### src/rtl/ptt_pkg.sv
// Shared types and constants for the periodic timer table.
// No dependencies; imported by ptt_rem, the core, the checker and the bench.
package ptt_pkg;

    localparam int T_W       = 48;
    localparam int SLOT_W    = 4;
    localparam int MODE_W    = 2;
    localparam int SLOTS_DEF = 16;

    // Item modes
    localparam logic [MODE_W-1:0] MODE_TICK   = 2'd0;
    localparam logic [MODE_W-1:0] MODE_ARM    = 2'd1;
    localparam logic [MODE_W-1:0] MODE_DISARM = 2'd2;

    typedef struct packed {
        logic [MODE_W-1:0] mode;
        logic [SLOT_W-1:0] slot;
        logic [T_W-1:0]    now;
        logic [T_W-1:0]    first_deadline;
        logic [T_W-1:0]    period;
    } t_in;

    typedef struct packed {
        logic              fired;
        logic [SLOT_W-1:0] fired_slot;
        logic [T_W-1:0]    new_deadline;
        logic              last;
    } t_out;

    // Status of the remainder unit
    typedef struct packed {
        logic busy;
        logic done;
    } t_rem_stat;

endpackage

### src/rtl/ptt_ram.sv
// Generic single-write, single-read RAM with registered read data.
// No dependencies.
module ptt_ram #(
    parameter int WIDTH = 48,
    parameter int DEPTH = 16,
    localparam int AW   = (DEPTH > 1) ? $clog2(DEPTH) : 1
) (
    input  logic             i_clk,
    input  logic             i_we,
    input  logic [AW-1:0]    i_waddr,
    input  logic [WIDTH-1:0] i_wdata,
    input  logic             i_re,
    input  logic [AW-1:0]    i_raddr,
    output logic [WIDTH-1:0] o_rdata
);

    logic [WIDTH-1:0] r_mem [DEPTH];
    logic [WIDTH-1:0] r_rdata;

    // Write port
    always_ff @(posedge i_clk) begin
        if (i_we) begin
            r_mem[i_waddr] <= i_wdata;
        end
    end

    // Registered read port
    always_ff @(posedge i_clk) begin
        if (i_re) begin
            r_rdata <= r_mem[i_raddr];
        end
    end

    assign o_rdata = r_rdata;

endmodule

### src/rtl/ptt_rem.sv
// Iterative remainder unit: one restoring step per cycle.
// Depends on ptt_pkg.
module ptt_rem
    import ptt_pkg::*;
(
    input  logic           i_clk,
    input  logic           i_rst_n,
    input  logic           i_start,
    input  logic [T_W-1:0] i_dividend,
    input  logic [T_W-1:0] i_divisor,
    output t_rem_stat      o_stat,
    output logic [T_W-1:0] o_rem
);

    localparam int CNT_W = $clog2(T_W);

    logic             r_busy;
    logic             r_done;
    logic [CNT_W-1:0] r_cnt;
    logic [T_W-1:0]   r_sh;
    logic [T_W-1:0]   r_div;
    logic [T_W-1:0]   r_rem;
    logic [T_W:0]     n_trial;
    logic             n_ge;

    // Shift in the next dividend bit and compare with the divisor
    assign n_trial = {r_rem, r_sh[T_W-1]};
    assign n_ge    = (n_trial >= {1'b0, r_div});

    // Control
    always_ff @(posedge i_clk) begin
        if (!i_rst_n) begin
            r_busy <= 1'b0;
            r_done <= 1'b0;
            r_cnt  <= '0;
        end else begin
            r_done <= 1'b0;
            if (i_start) begin
                r_busy <= 1'b1;
                r_cnt  <= '0;
            end else if (r_busy) begin
                r_cnt <= r_cnt + 1'b1;
                if (r_cnt == CNT_W'(T_W - 1)) begin
                    r_busy <= 1'b0;
                    r_done <= 1'b1;
                end
            end
        end
    end

    // Datapath: subtract when the partial remainder reaches the divisor
    always_ff @(posedge i_clk) begin
        if (i_start) begin
            r_sh  <= i_dividend;
            r_div <= i_divisor;
            r_rem <= '0;
        end else if (r_busy) begin
            r_sh <= {r_sh[T_W-2:0], 1'b0};
            if (n_ge) begin
                r_rem <= T_W'(n_trial - {1'b0, r_div});
            end else begin
                r_rem <= n_trial[T_W-1:0];
            end
        end
    end

    assign o_stat = '{busy: r_busy, done: r_done};
    assign o_rem  = r_rem;

endmodule

### src/rtl/periodic_timer_table_core.sv
// Periodic timer table. Arm, disarm and unused-mode beats stay in S_IDLE.
// A tick walks the slots: each slot passes S_READ and S_CHECK, a fired
// one-shot slot adds S_PUSH, a fired periodic slot adds S_DIV (catch-up
// remainder unit, one bit per cycle) and S_PUSH; S_FLUSH sends the final
// result. Synchronous active-low reset clears the slot valid bits; an
// unwritten slot reads as disarmed with period zero. No clearing pass.
module periodic_timer_table_core
    import ptt_pkg::*;
#(
    parameter int SLOTS = SLOTS_DEF
) (
    input  logic i_clk,
    input  logic i_rst_n,
    input  logic i_valid,
    output logic o_ready,
    input  t_in  i_in,
    output logic o_valid,
    input  logic i_ready,
    output t_out o_out
);

    localparam int IW = (SLOTS > 1) ? $clog2(SLOTS) : 1;

    typedef enum logic [2:0] {
        S_IDLE,
        S_READ,
        S_CHECK,
        S_DIV,
        S_PUSH,
        S_FLUSH
    } t_state;

    t_state           r_state;
    logic [IW-1:0]    r_idx;
    logic [T_W-1:0]   r_now;
    logic [T_W-1:0]   r_per;
    logic [T_W-1:0]   r_nd;
    logic [SLOTS-1:0] r_valid;
    logic             r_rd_vld;
    logic             r_pend_valid;
    logic [IW-1:0]    r_pend_slot;
    logic [T_W-1:0]   r_pend_nd;
    logic             r_o_valid;
    t_out             r_o_out;

    logic             in_acc;
    logic             in_range;
    logic             out_free;
    logic             at_end;
    logic             we_dl;
    logic             we_per;
    logic [IW-1:0]    waddr;
    logic [T_W-1:0]   wdata_dl;
    logic             re;
    logic [T_W-1:0]   dl_q;
    logic [T_W-1:0]   per_q;
    logic [T_W-1:0]   d;
    logic [T_W-1:0]   p;
    logic             fire;
    logic             rem_start;
    t_rem_stat        rem_stat;
    logic [T_W-1:0]   rem;
    logic [T_W:0]     sum;
    logic [T_W-1:0]   sat_nd;
    logic             push_go;

    assign o_ready  = (r_state == S_IDLE);
    assign in_acc   = i_valid && o_ready;
    assign in_range = ({{(9 - SLOT_W){1'b0}}, i_in.slot} < 9'(SLOTS));
    assign out_free = !r_o_valid || i_ready;
    assign at_end   = (r_idx == IW'(SLOTS - 1));

    // Slot contents, an unwritten slot reads as zero
    assign d    = r_rd_vld ? dl_q : '0;
    assign p    = r_rd_vld ? per_q : '0;
    assign fire = (d != '0) && (d <= r_now);
    assign rem_start = (r_state == S_CHECK) && fire && (p != '0);

    // Catch-up deadline: now - ((now - d) mod p) + p, saturated
    assign sum    = {1'b0, T_W'(r_now - rem)} + {1'b0, r_per};
    assign sat_nd = sum[T_W] ? '1 : sum[T_W-1:0];

    assign push_go = !r_pend_valid || out_free;

    // Store write and read controls
    always_comb begin
        we_dl    = 1'b0;
        we_per   = 1'b0;
        waddr    = r_idx;
        wdata_dl = r_nd;
        re       = (r_state == S_READ);
        if (r_state == S_IDLE) begin
            waddr = IW'(i_in.slot);
            if (in_acc && in_range) begin
                unique case (i_in.mode)
                    MODE_ARM: begin
                        we_dl    = 1'b1;
                        we_per   = 1'b1;
                        wdata_dl = i_in.first_deadline;
                    end
                    MODE_DISARM: begin
                        we_dl    = 1'b1;
                        wdata_dl = '0;
                    end
                    default: begin
                        we_dl = 1'b0;
                    end
                endcase
            end
        end else if (r_state == S_PUSH && push_go) begin
            we_dl = 1'b1;
        end
    end

    ptt_ram #(.WIDTH(T_W), .DEPTH(SLOTS)) u_dl_ram (
        .i_clk   (i_clk),
        .i_we    (we_dl),
        .i_waddr (waddr),
        .i_wdata (wdata_dl),
        .i_re    (re),
        .i_raddr (r_idx),
        .o_rdata (dl_q)
    );

    ptt_ram #(.WIDTH(T_W), .DEPTH(SLOTS)) u_per_ram (
        .i_clk   (i_clk),
        .i_we    (we_per),
        .i_waddr (waddr),
        .i_wdata (i_in.period),
        .i_re    (re),
        .i_raddr (r_idx),
        .o_rdata (per_q)
    );

    ptt_rem u_rem (
        .i_clk      (i_clk),
        .i_rst_n    (i_rst_n),
        .i_start    (rem_start),
        .i_dividend (T_W'(r_now - d)),
        .i_divisor  (p),
        .o_stat     (rem_stat),
        .o_rem      (rem)
    );

    // Sequencer, valid bits and output register
    always_ff @(posedge i_clk) begin
        if (!i_rst_n) begin
            r_state      <= S_IDLE;
            r_valid      <= '0;
            r_pend_valid <= 1'b0;
            r_o_valid    <= 1'b0;
            r_idx        <= '0;
        end else begin
            if (r_o_valid && i_ready) begin
                r_o_valid <= 1'b0;
            end
            unique case (r_state)
                S_IDLE: begin
                    if (in_acc) begin
                        if (i_in.mode == MODE_ARM && in_range) begin
                            r_valid[IW'(i_in.slot)] <= 1'b1;
                        end
                        if (i_in.mode == MODE_TICK) begin
                            r_now        <= i_in.now;
                            r_idx        <= '0;
                            r_pend_valid <= 1'b0;
                            r_state      <= S_READ;
                        end
                    end
                end
                S_READ: begin
                    r_rd_vld <= r_valid[r_idx];
                    r_state  <= S_CHECK;
                end
                S_CHECK: begin
                    r_per <= p;
                    if (fire && p != '0) begin
                        r_state <= S_DIV;
                    end else if (fire) begin
                        r_nd    <= '0;
                        r_state <= S_PUSH;
                    end else if (at_end) begin
                        r_state <= S_FLUSH;
                    end else begin
                        r_idx   <= r_idx + 1'b1;
                        r_state <= S_READ;
                    end
                end
                S_DIV: begin
                    if (rem_stat.done) begin
                        r_nd    <= sat_nd;
                        r_state <= S_PUSH;
                    end
                end
                S_PUSH: begin
                    // Release the held result, keep the new one until the
                    // walk shows whether it is the last
                    if (push_go) begin
                        if (r_pend_valid) begin
                            r_o_valid              <= 1'b1;
                            r_o_out.fired          <= 1'b1;
                            r_o_out.fired_slot     <= SLOT_W'(r_pend_slot);
                            r_o_out.new_deadline   <= r_pend_nd;
                            r_o_out.last           <= 1'b0;
                        end
                        r_pend_valid <= 1'b1;
                        r_pend_slot  <= r_idx;
                        r_pend_nd    <= r_nd;
                        if (at_end) begin
                            r_state <= S_FLUSH;
                        end else begin
                            r_idx   <= r_idx + 1'b1;
                            r_state <= S_READ;
                        end
                    end
                end
                S_FLUSH: begin
                    if (out_free) begin
                        r_o_valid    <= 1'b1;
                        r_o_out.last <= 1'b1;
                        if (r_pend_valid) begin
                            r_o_out.fired        <= 1'b1;
                            r_o_out.fired_slot   <= SLOT_W'(r_pend_slot);
                            r_o_out.new_deadline <= r_pend_nd;
                        end else begin
                            r_o_out.fired        <= 1'b0;
                            r_o_out.fired_slot   <= '0;
                            r_o_out.new_deadline <= '0;
                        end
                        r_pend_valid <= 1'b0;
                        r_state      <= S_IDLE;
                    end
                end
                default: begin
                    r_state <= S_IDLE;
                end
            endcase
        end
    end

    assign o_valid = r_o_valid;
    assign o_out   = r_o_out;

endmodule

### config.mk
export PLATFORM = sky130hd
export DESIGN_NAME = periodic_timer_table_core
export DESIGN_NICKNAME = d
export VERILOG_FILES = /design/src/rtl/ptt_pkg.sv /design/src/rtl/ptt_ram.sv /design/src/rtl/ptt_rem.sv /design/src/rtl/periodic_timer_table_core.sv
export SDC_FILE = /design/constraint.sdc
export NUM_CORES = 2
export LEC_CHECK = 0
export ABC_AREA = 1
export BUFFER_PORTS_ARGS = -buffer_cell sky130_fd_sc_hd__buf_4
export CAP_MARGIN = 0
export CORE_MARGIN = 8
export CORE_UTILIZATION = 57
export CTS_CLUSTER_SIZE = 28
export DETAILED_ROUTE_END_ITERATION = 8
export HOLD_SLACK_MARGIN = 0.06
export PLACE_DENSITY_LB_ADDON = 0.1
export SETUP_SLACK_MARGIN = 0.05
export SLEW_MARGIN = 20
export SYNTH_ARGS = -nofsm -noshare
export SYNTH_HDL_FRONTEND = slang
export SYNTH_SLANG_ARGS = --single-unit
export TNS_END_PERCENT = 50
### constraint.sdc
create_clock -name i_clk -period 6.78 [get_ports i_clk]
set_input_delay 0.678 -clock i_clk [delete_from_list [all_inputs] [get_ports i_clk]]
set_output_delay 0.678 -clock i_clk [all_outputs]
set_load 0.01 [all_outputs]
**After elaboration in Yosys (flattened, before gate mapping)**

Memory sizes are Yosys's and may differ from the RTL's. A register that Yosys moved wholly into a read port is not among the register bits.
Cells that the tools add are included.

- Register bits after elaboration: 428
- Memory bits (writable): 1536
- Output and inout port bits: 56
- Memories: 2

- Add/sub/neg operators: 6
- Magnitude comparators: 5
- Eq/ne operators: 18
- Muxes and demuxes: 64
- Bitwise operators: 3
- Reductions and logical operators: 34

Memories:

| memory | depth | width | rd ports | clocked after Yosys merged registers in | wr ports | RTL line | RTL |
|---|---|---|---|---|---|---|---|
| u_dl_ram.r_mem | 16 | 48 | 1 | 1 | 1 | ptt_ram.sv:17 | `logic [WIDTH-1:0] r_mem [DEPTH];` |
| u_per_ram.r_mem | 16 | 48 | 1 | 1 | 1 | ptt_ram.sv:17 |  |

Operator list:

| operator | count |
|---|---|
| $mux 48 | 11 |
| $pmux 48 s2 | 2 |
| $mux 54 | 3 |
| $sub 48x48->48 | 3 |
| $pmux 54 s2 | 1 |
| $reduce_bool 48->1 | 2 |
| $mux 53 | 1 |
| $add 48x48->49 | 1 |
| $ge 49x48->1 | 1 |
| $le 48x48->1 | 1 |
| $mux 4 | 7 |
| $mux 1 | 25 |
| $mux 3 | 8 |
| $reduce_and 5->1 | 4 |
| $pmux 3 s6 | 1 |
| $or 16x16->16 | 1 |
| $ne 2x2->1 const B | 6 |
| $pmux 4 s3 | 1 |
| $lt 4x5->1 const B | 2 |
| $logic_and 1x1->1 | 8 |
| $add 6x1->6 const B | 1 |
| $eq 3x2->1 const B | 2 |
| $eq 3x3->1 const B | 2 |
| $eq 6x6->1 const B | 1 |
| 24 further kinds | 35 |

**Longest topological paths before layout**

- Depth after elaboration: 8
- Depth in mapped cells: 32

**Modules after synthesis**

From an unflattened synthesis, not the netlist that was laid out.

- Cells, all modules: 10675
- Area, all modules: 100521.4 µm²

By module, submodules not included:

| module | instances | cells each | area each (µm²) |
|---|---|---|---|
| ptt_ram | 2 | 3165 | 34469.3 |
| periodic_timer_table_core | 1 | 2763 | 21031.4 |
| ptt_rem | 1 | 1582 | 10551.4 |

**Worst setup path before layout**

No wires, ideal clock.

- Path type: reg2reg
- Start point: register r_rd_vld
- End point: register r_nd[0] (enable)
- Setup time: 0.526 ns
- Arrival time: 5.870 ns
- Setup slack: 0.385 ns
- Cell stages (with the launch flop): 20
- Buffers on the path: 5
- Path through: edfxtp_1 > buf_6 > buf_6 > buf_6 > nand2_1 > ha_1 > clkbuf_1 > or2_0 > nand3_1 > nand2_2 > nand2_1 > nand3_1 > nand2_1 > nand3_2 > nand2_2 > nor2_2 > nand2_4 > buf_6 > nand2_2 > a211oi_1

- Cells in the longest elaborated chain, start to end: 6
- Elaborated cells between the ends (all ways): 10
- Those cells by class: 1 x order compare; 2 x eq/ne; 2 x mux; 5 x reduce/logical

Ends and longest elaborated chain:

| element | RTL line | RTL |
|---|---|---|
| start: declaration | periodic_timer_table_core.sv:39 | `logic r_rd_vld;` |
| start signal: assignment | periodic_timer_table_core.sv:172 | `r_rd_vld <= r_valid[r_idx];` |
| $mux 48 | periodic_timer_table_core.sv:74 | `assign d = r_rd_vld ? dl_q : '0;` |
| $le 48x48->1 or $reduce_bool 48->1 (tied branches) | periodic_timer_table_core.sv:76 | `assign fire = (d != '0) && (d <= r_now);` |
| $logic_and 1x1->1 | periodic_timer_table_core.sv:76 |  |
| $logic_and 1x1->1 | periodic_timer_table_core.sv:177 | `if (fire && p != '0) begin` |
| $ne 2x2->1 (no line) | - |  |
| $reduce_and 5->1 (no line) * | - |  |
| end signal: assignment | periodic_timer_table_core.sv:191 | `r_nd <= sat_nd;` |
| end: declaration | periodic_timer_table_core.sv:37 | `logic [T_W-1:0] r_nd;` |

Every way passes the cells marked *; elsewhere a longest branch is shown, timed or not.
A chain may end at the register's enable or synchronous reset.

**Final worst setup path**

- Start point: register r_rd_vld
- End point: register u_rem.r_rem[34] (netlist: u_rem.o_rem[34])

- Cells in the longest elaborated chain, start to end: 5
- Elaborated cells between the ends (all ways): 8
- Those cells by class: 1 x order compare; 2 x mux; 5 x reduce/logical

Ends and longest elaborated chain:

| element | RTL line | RTL |
|---|---|---|
| $mux 48 | periodic_timer_table_core.sv:74 |  |
| $le 48x48->1 or $reduce_bool 48->1 (tied branches) | periodic_timer_table_core.sv:76 |  |
| $logic_and 1x1->1 | periodic_timer_table_core.sv:76 |  |
| $logic_and 1x1->1 | periodic_timer_table_core.sv:77 | `assign rem_start = (r_state == S_CHECK) && fire && (p != '0);` |
| $logic_and 1x1->1 * | periodic_timer_table_core.sv:77 |  |
| end signal: assignment | ptt_rem.sv:60 | `r_rem <= T_W'(n_trial - {1'b0, r_div});` |
| end signal: assignment | ptt_rem.sv:62 | `r_rem <= n_trial[T_W-1:0];` |
| end: declaration | ptt_rem.sv:22 | `logic [T_W-1:0] r_rem;` |

Marks and branches as above.

==> metrics.txt <==
unique cell type count in the Yosys netlist=50; initial antenna violation count=16; GR Layer Usage met3=0.0548; Post-CTS Setup Repair Bufs=0; Final min period=5430 ps; part of the cycle the worst path needs=0.801; Layout area overhead=12.1%; # rows=147; share of layout cells above drive strength 1=0.0788; post-synth design cell area=0.0919 mm2; Synth warnings=0; die area=0.174 mm2; PwrDens=358 mW/mm2; CTS tree=done; P_leak=37.0 nW; Total GRT Usage=0.334; r2r endpoint=u_rem.o_rem[34]$_SDFFE_PP0P_; Slew Limit Headroom=0.177; # nets final=8,848; clock buffer depth=3; worst setup path category=reg -> reg; Main synth FF type=edfxtp_1; Die Y=418 um; leading area contributor after synthesis=edfxtp_1; Reg2Reg Depth=18; Worst setup SP type=register; unrepaired setup endpoints after global routing=no; IO buf count=209; Power Internal=24.2 mW; Setup TNS=0 ps; H-tree depth=4; final setup violating endpoints=0; Final Wtd Congestion=1.13; fill count=12,602; area of the core=0.160 mm2; async set or reset register ratio after synthesis=0; post-synthesis sequential area ratio=0.664; Synth area leaders=edfxtp_1 65%, o21ai_0 5.5%, nor2_1 5.3%; CTS sink count=2,060; Final HPWL DP=198 mm; switch share=0.344; clock share of power=0.307; Die Wd=418 um; Psw=12.7 mW; Fmax=184 MHz; final slew viol count=0; flops & latches, synth=2,060; Crit Reg-Reg Startpoint=r_rd_vld$_DFFE_PP_; largest net degree at the start of global routing=217; hold slack final=114 ps; Syn Area/Cell=11.1 um2; global route overflow=0; Layout Utilization=0.642; IO Count=210; Hold Path Class=in -> reg; Worst Clk Skew=56.3 ps; syn_nets=8,667; slew at the pin with the worst max-slew slack=1230 ps; Starting Density=0.573; drt first-iter violations=9,100; Worst EP arrival=6210 ps; Routed Antenna Nets=0; CTS Buf Count=206; number of global-route vias before repair=63,003; WL per Instance=27.8 um; via density per instance=6.25; # DRC=0; Comb pwr share=0.264; max cap viols=0; clock insertion delay at the later pin of the skew report=860 ps; Max IR drop VDD=0.000310 V; Top Usage Layer GRT=met2; First-pass DRT Iterations=8; commonest non-fill, non-tap cell in the layout=edfxtp_1; Via Count=67,618; Hold Violations, Final=0; M1 GR Usage=0.479; status=finished clean; Post-Route WL=301 mm; clock root buffer=clkbuf_16; Resized Gates After CTS=0; clock-pin slew on the worst setup and hold paths=60 ps; most frequent cells in the layout=1,979 x edfxtp_1, 1,260 x nor2_1, 1,187 x nand2_1; crit end category=register; cell count after synthesis=8,309; Reg power frac=0.429; Worst Slack Setup Final=1350 ps; EDFF count, synth=1,979; met2 usage=0.510; CP max FO=57; share of the synthesized area in the top cell type=0.647; reg2reg setup slack=1350 ps; first-pass GRT wire length=430 mm; crit path from=r_rd_vld$_DFFE_PP_; Critical Path RT=7560 ps; CP endpoint=u_rem.o_rem[34]$_SDFFE_PP0P_; dpl ws=1400 ps
[flip-flops by register name (all words and copies together) (netlist names), 3 cells and up]
register	cells
u_rem.r_cnt	6
u_rem.r_sh	48
r_now	48
r_state	3
r_nd	48
r_idx	4
o_out	54
u_dl_ram.o_rdata	48
r_per	48
u_rem.o_rem	48
r_valid	16
u_rem.r_div	48
u_per_ram.r_mem	768
r_pend_slot	4
u_dl_ram.r_mem	768
r_pend_nd	48
u_per_ram.o_rdata	48
[area by class of cell]
class / count / area (um2) / share of cell area
clock buffers: 256 / 5430 / 0.0527
inverters: 600 / 2280 / 0.0221
flip-flops and latches: 2060 / 61100 / 0.593
multi-input cells: 5264 / 27300 / 0.265
repair buffers: 358 / 3000 / 0.0291
well taps: 2160 / 2700 / 0.0262
clock inverters: 126 / 1260 / 0.0122
diodes: 3 / 7.51 / 0.0000729
[worst min-delay path by stage]
stage,start,end,slack (ps),cells past startpoint
6_report,i_in[23],u_per_ram.r_mem[0][23]$_DFFE_PP_,110,1
3_5_place_dp,r_valid[9]$_SDFFE_PN0P_,r_valid[9]$_SDFFE_PN0P_,450,2
3_3_place_gp,r_valid[13]$_SDFFE_PN0P_,r_valid[13]$_SDFFE_PN0P_,450,2
2_1_floorplan,r_idx[2]$_SDFFE_PN0P_,r_pend_slot[2]$_DFFE_PP_,410,0
5_1_grt,i_in[41],u_per_ram.r_mem[9][41]$_DFFE_PP_,100,1
4_1_cts,i_in[26],u_per_ram.r_mem[7][26]$_DFFE_PP_,60,1
[cells by family after synthesis]
| kind of cell | count (synthesis) | synth area share |
|---|---|---|
| XOR/XNOR | 140 | 0.0133 |
| AND/OR/NAND/NOR | 3000 | 0.131 |
| AO/OA/AOI/OAI | 1920 | 0.121 |
| flip-flops | 2060 | 0.664 |
| adder cells (fa/ha/maj) | 204 | 0.0281 |
| buffers and inverters | 985 | 0.0420 |
[worst max-delay path: stages (launching register included)]
cell and delay (ps):
edfxtp_1 1010, buf_4 450, nand2_1 290, ha_1 540, nand2_1 150, inv_1 60, nand2_1 60, nand2_1 90
nand2_1 80, nand2_1 70, a21oi_1 280, nand3_2 160, nand2_2 120, nor2_2 60, nand2_4 440, nand2_4 410
inv_2 800, nand2_1 130, nand2_1 100
[metal layers]
| layer | routed length, um | up-vias |
|---|---|---|
| met5 | 24 | - |
| met4 | 14700 | 4 |
| met3 | 29600 | 608 |
| met2 | 135000 | 3718 |
| met1 | 122000 | 33219 |
| li1 | - | 30069 |
[what timing repair did]
item | in CTS | in global routing
hold endpoints to repair | 121 | 0
hold buffers | 54 | 0
setup endpoints to repair | 0 | 0
[per-stage QoR]
stage          power [mW]  std cells  instance area [um2]
4_1_cts              36.7      10823               103000
3_5_place_dp         25.5      10387                95800
6_report             36.9      10827               103000
3_3_place_gp         25.4      10387                95800
5_1_grt              38.2      10826               103000
2_1_floorplan        21.9       8309                91900
[cells in the mapped netlist (all sizes together) (27+ instances only)]
cell type / count
o21ai: 1012
nor2: 1300
edfxtp: 1979
nor3: 57
o22ai: 231
nand3: 370
nand2: 1194
nand4: 50
a32o: 48
dfxtp: 81
o211ai: 40
buf: 60
clkbuf: 325
a21oi: 304
inv: 599
xor2: 72
xnor2: 68
a31oi: 43
a21o: 27
o221ai: 159
ha: 200
[power by group through the flow]
stage	registers (mW)	logic, mW	clock network [mW]
after floorplan	15.7	6.10	0
after global placement	16.1	9.36	0
after detailed placement	16.1	9.47	0
after CTS	15.8	9.54	11.4
after global routing	15.9	10.5	11.9
final	15.8	9.73	11.3
(Power assumes the default switching activity.)
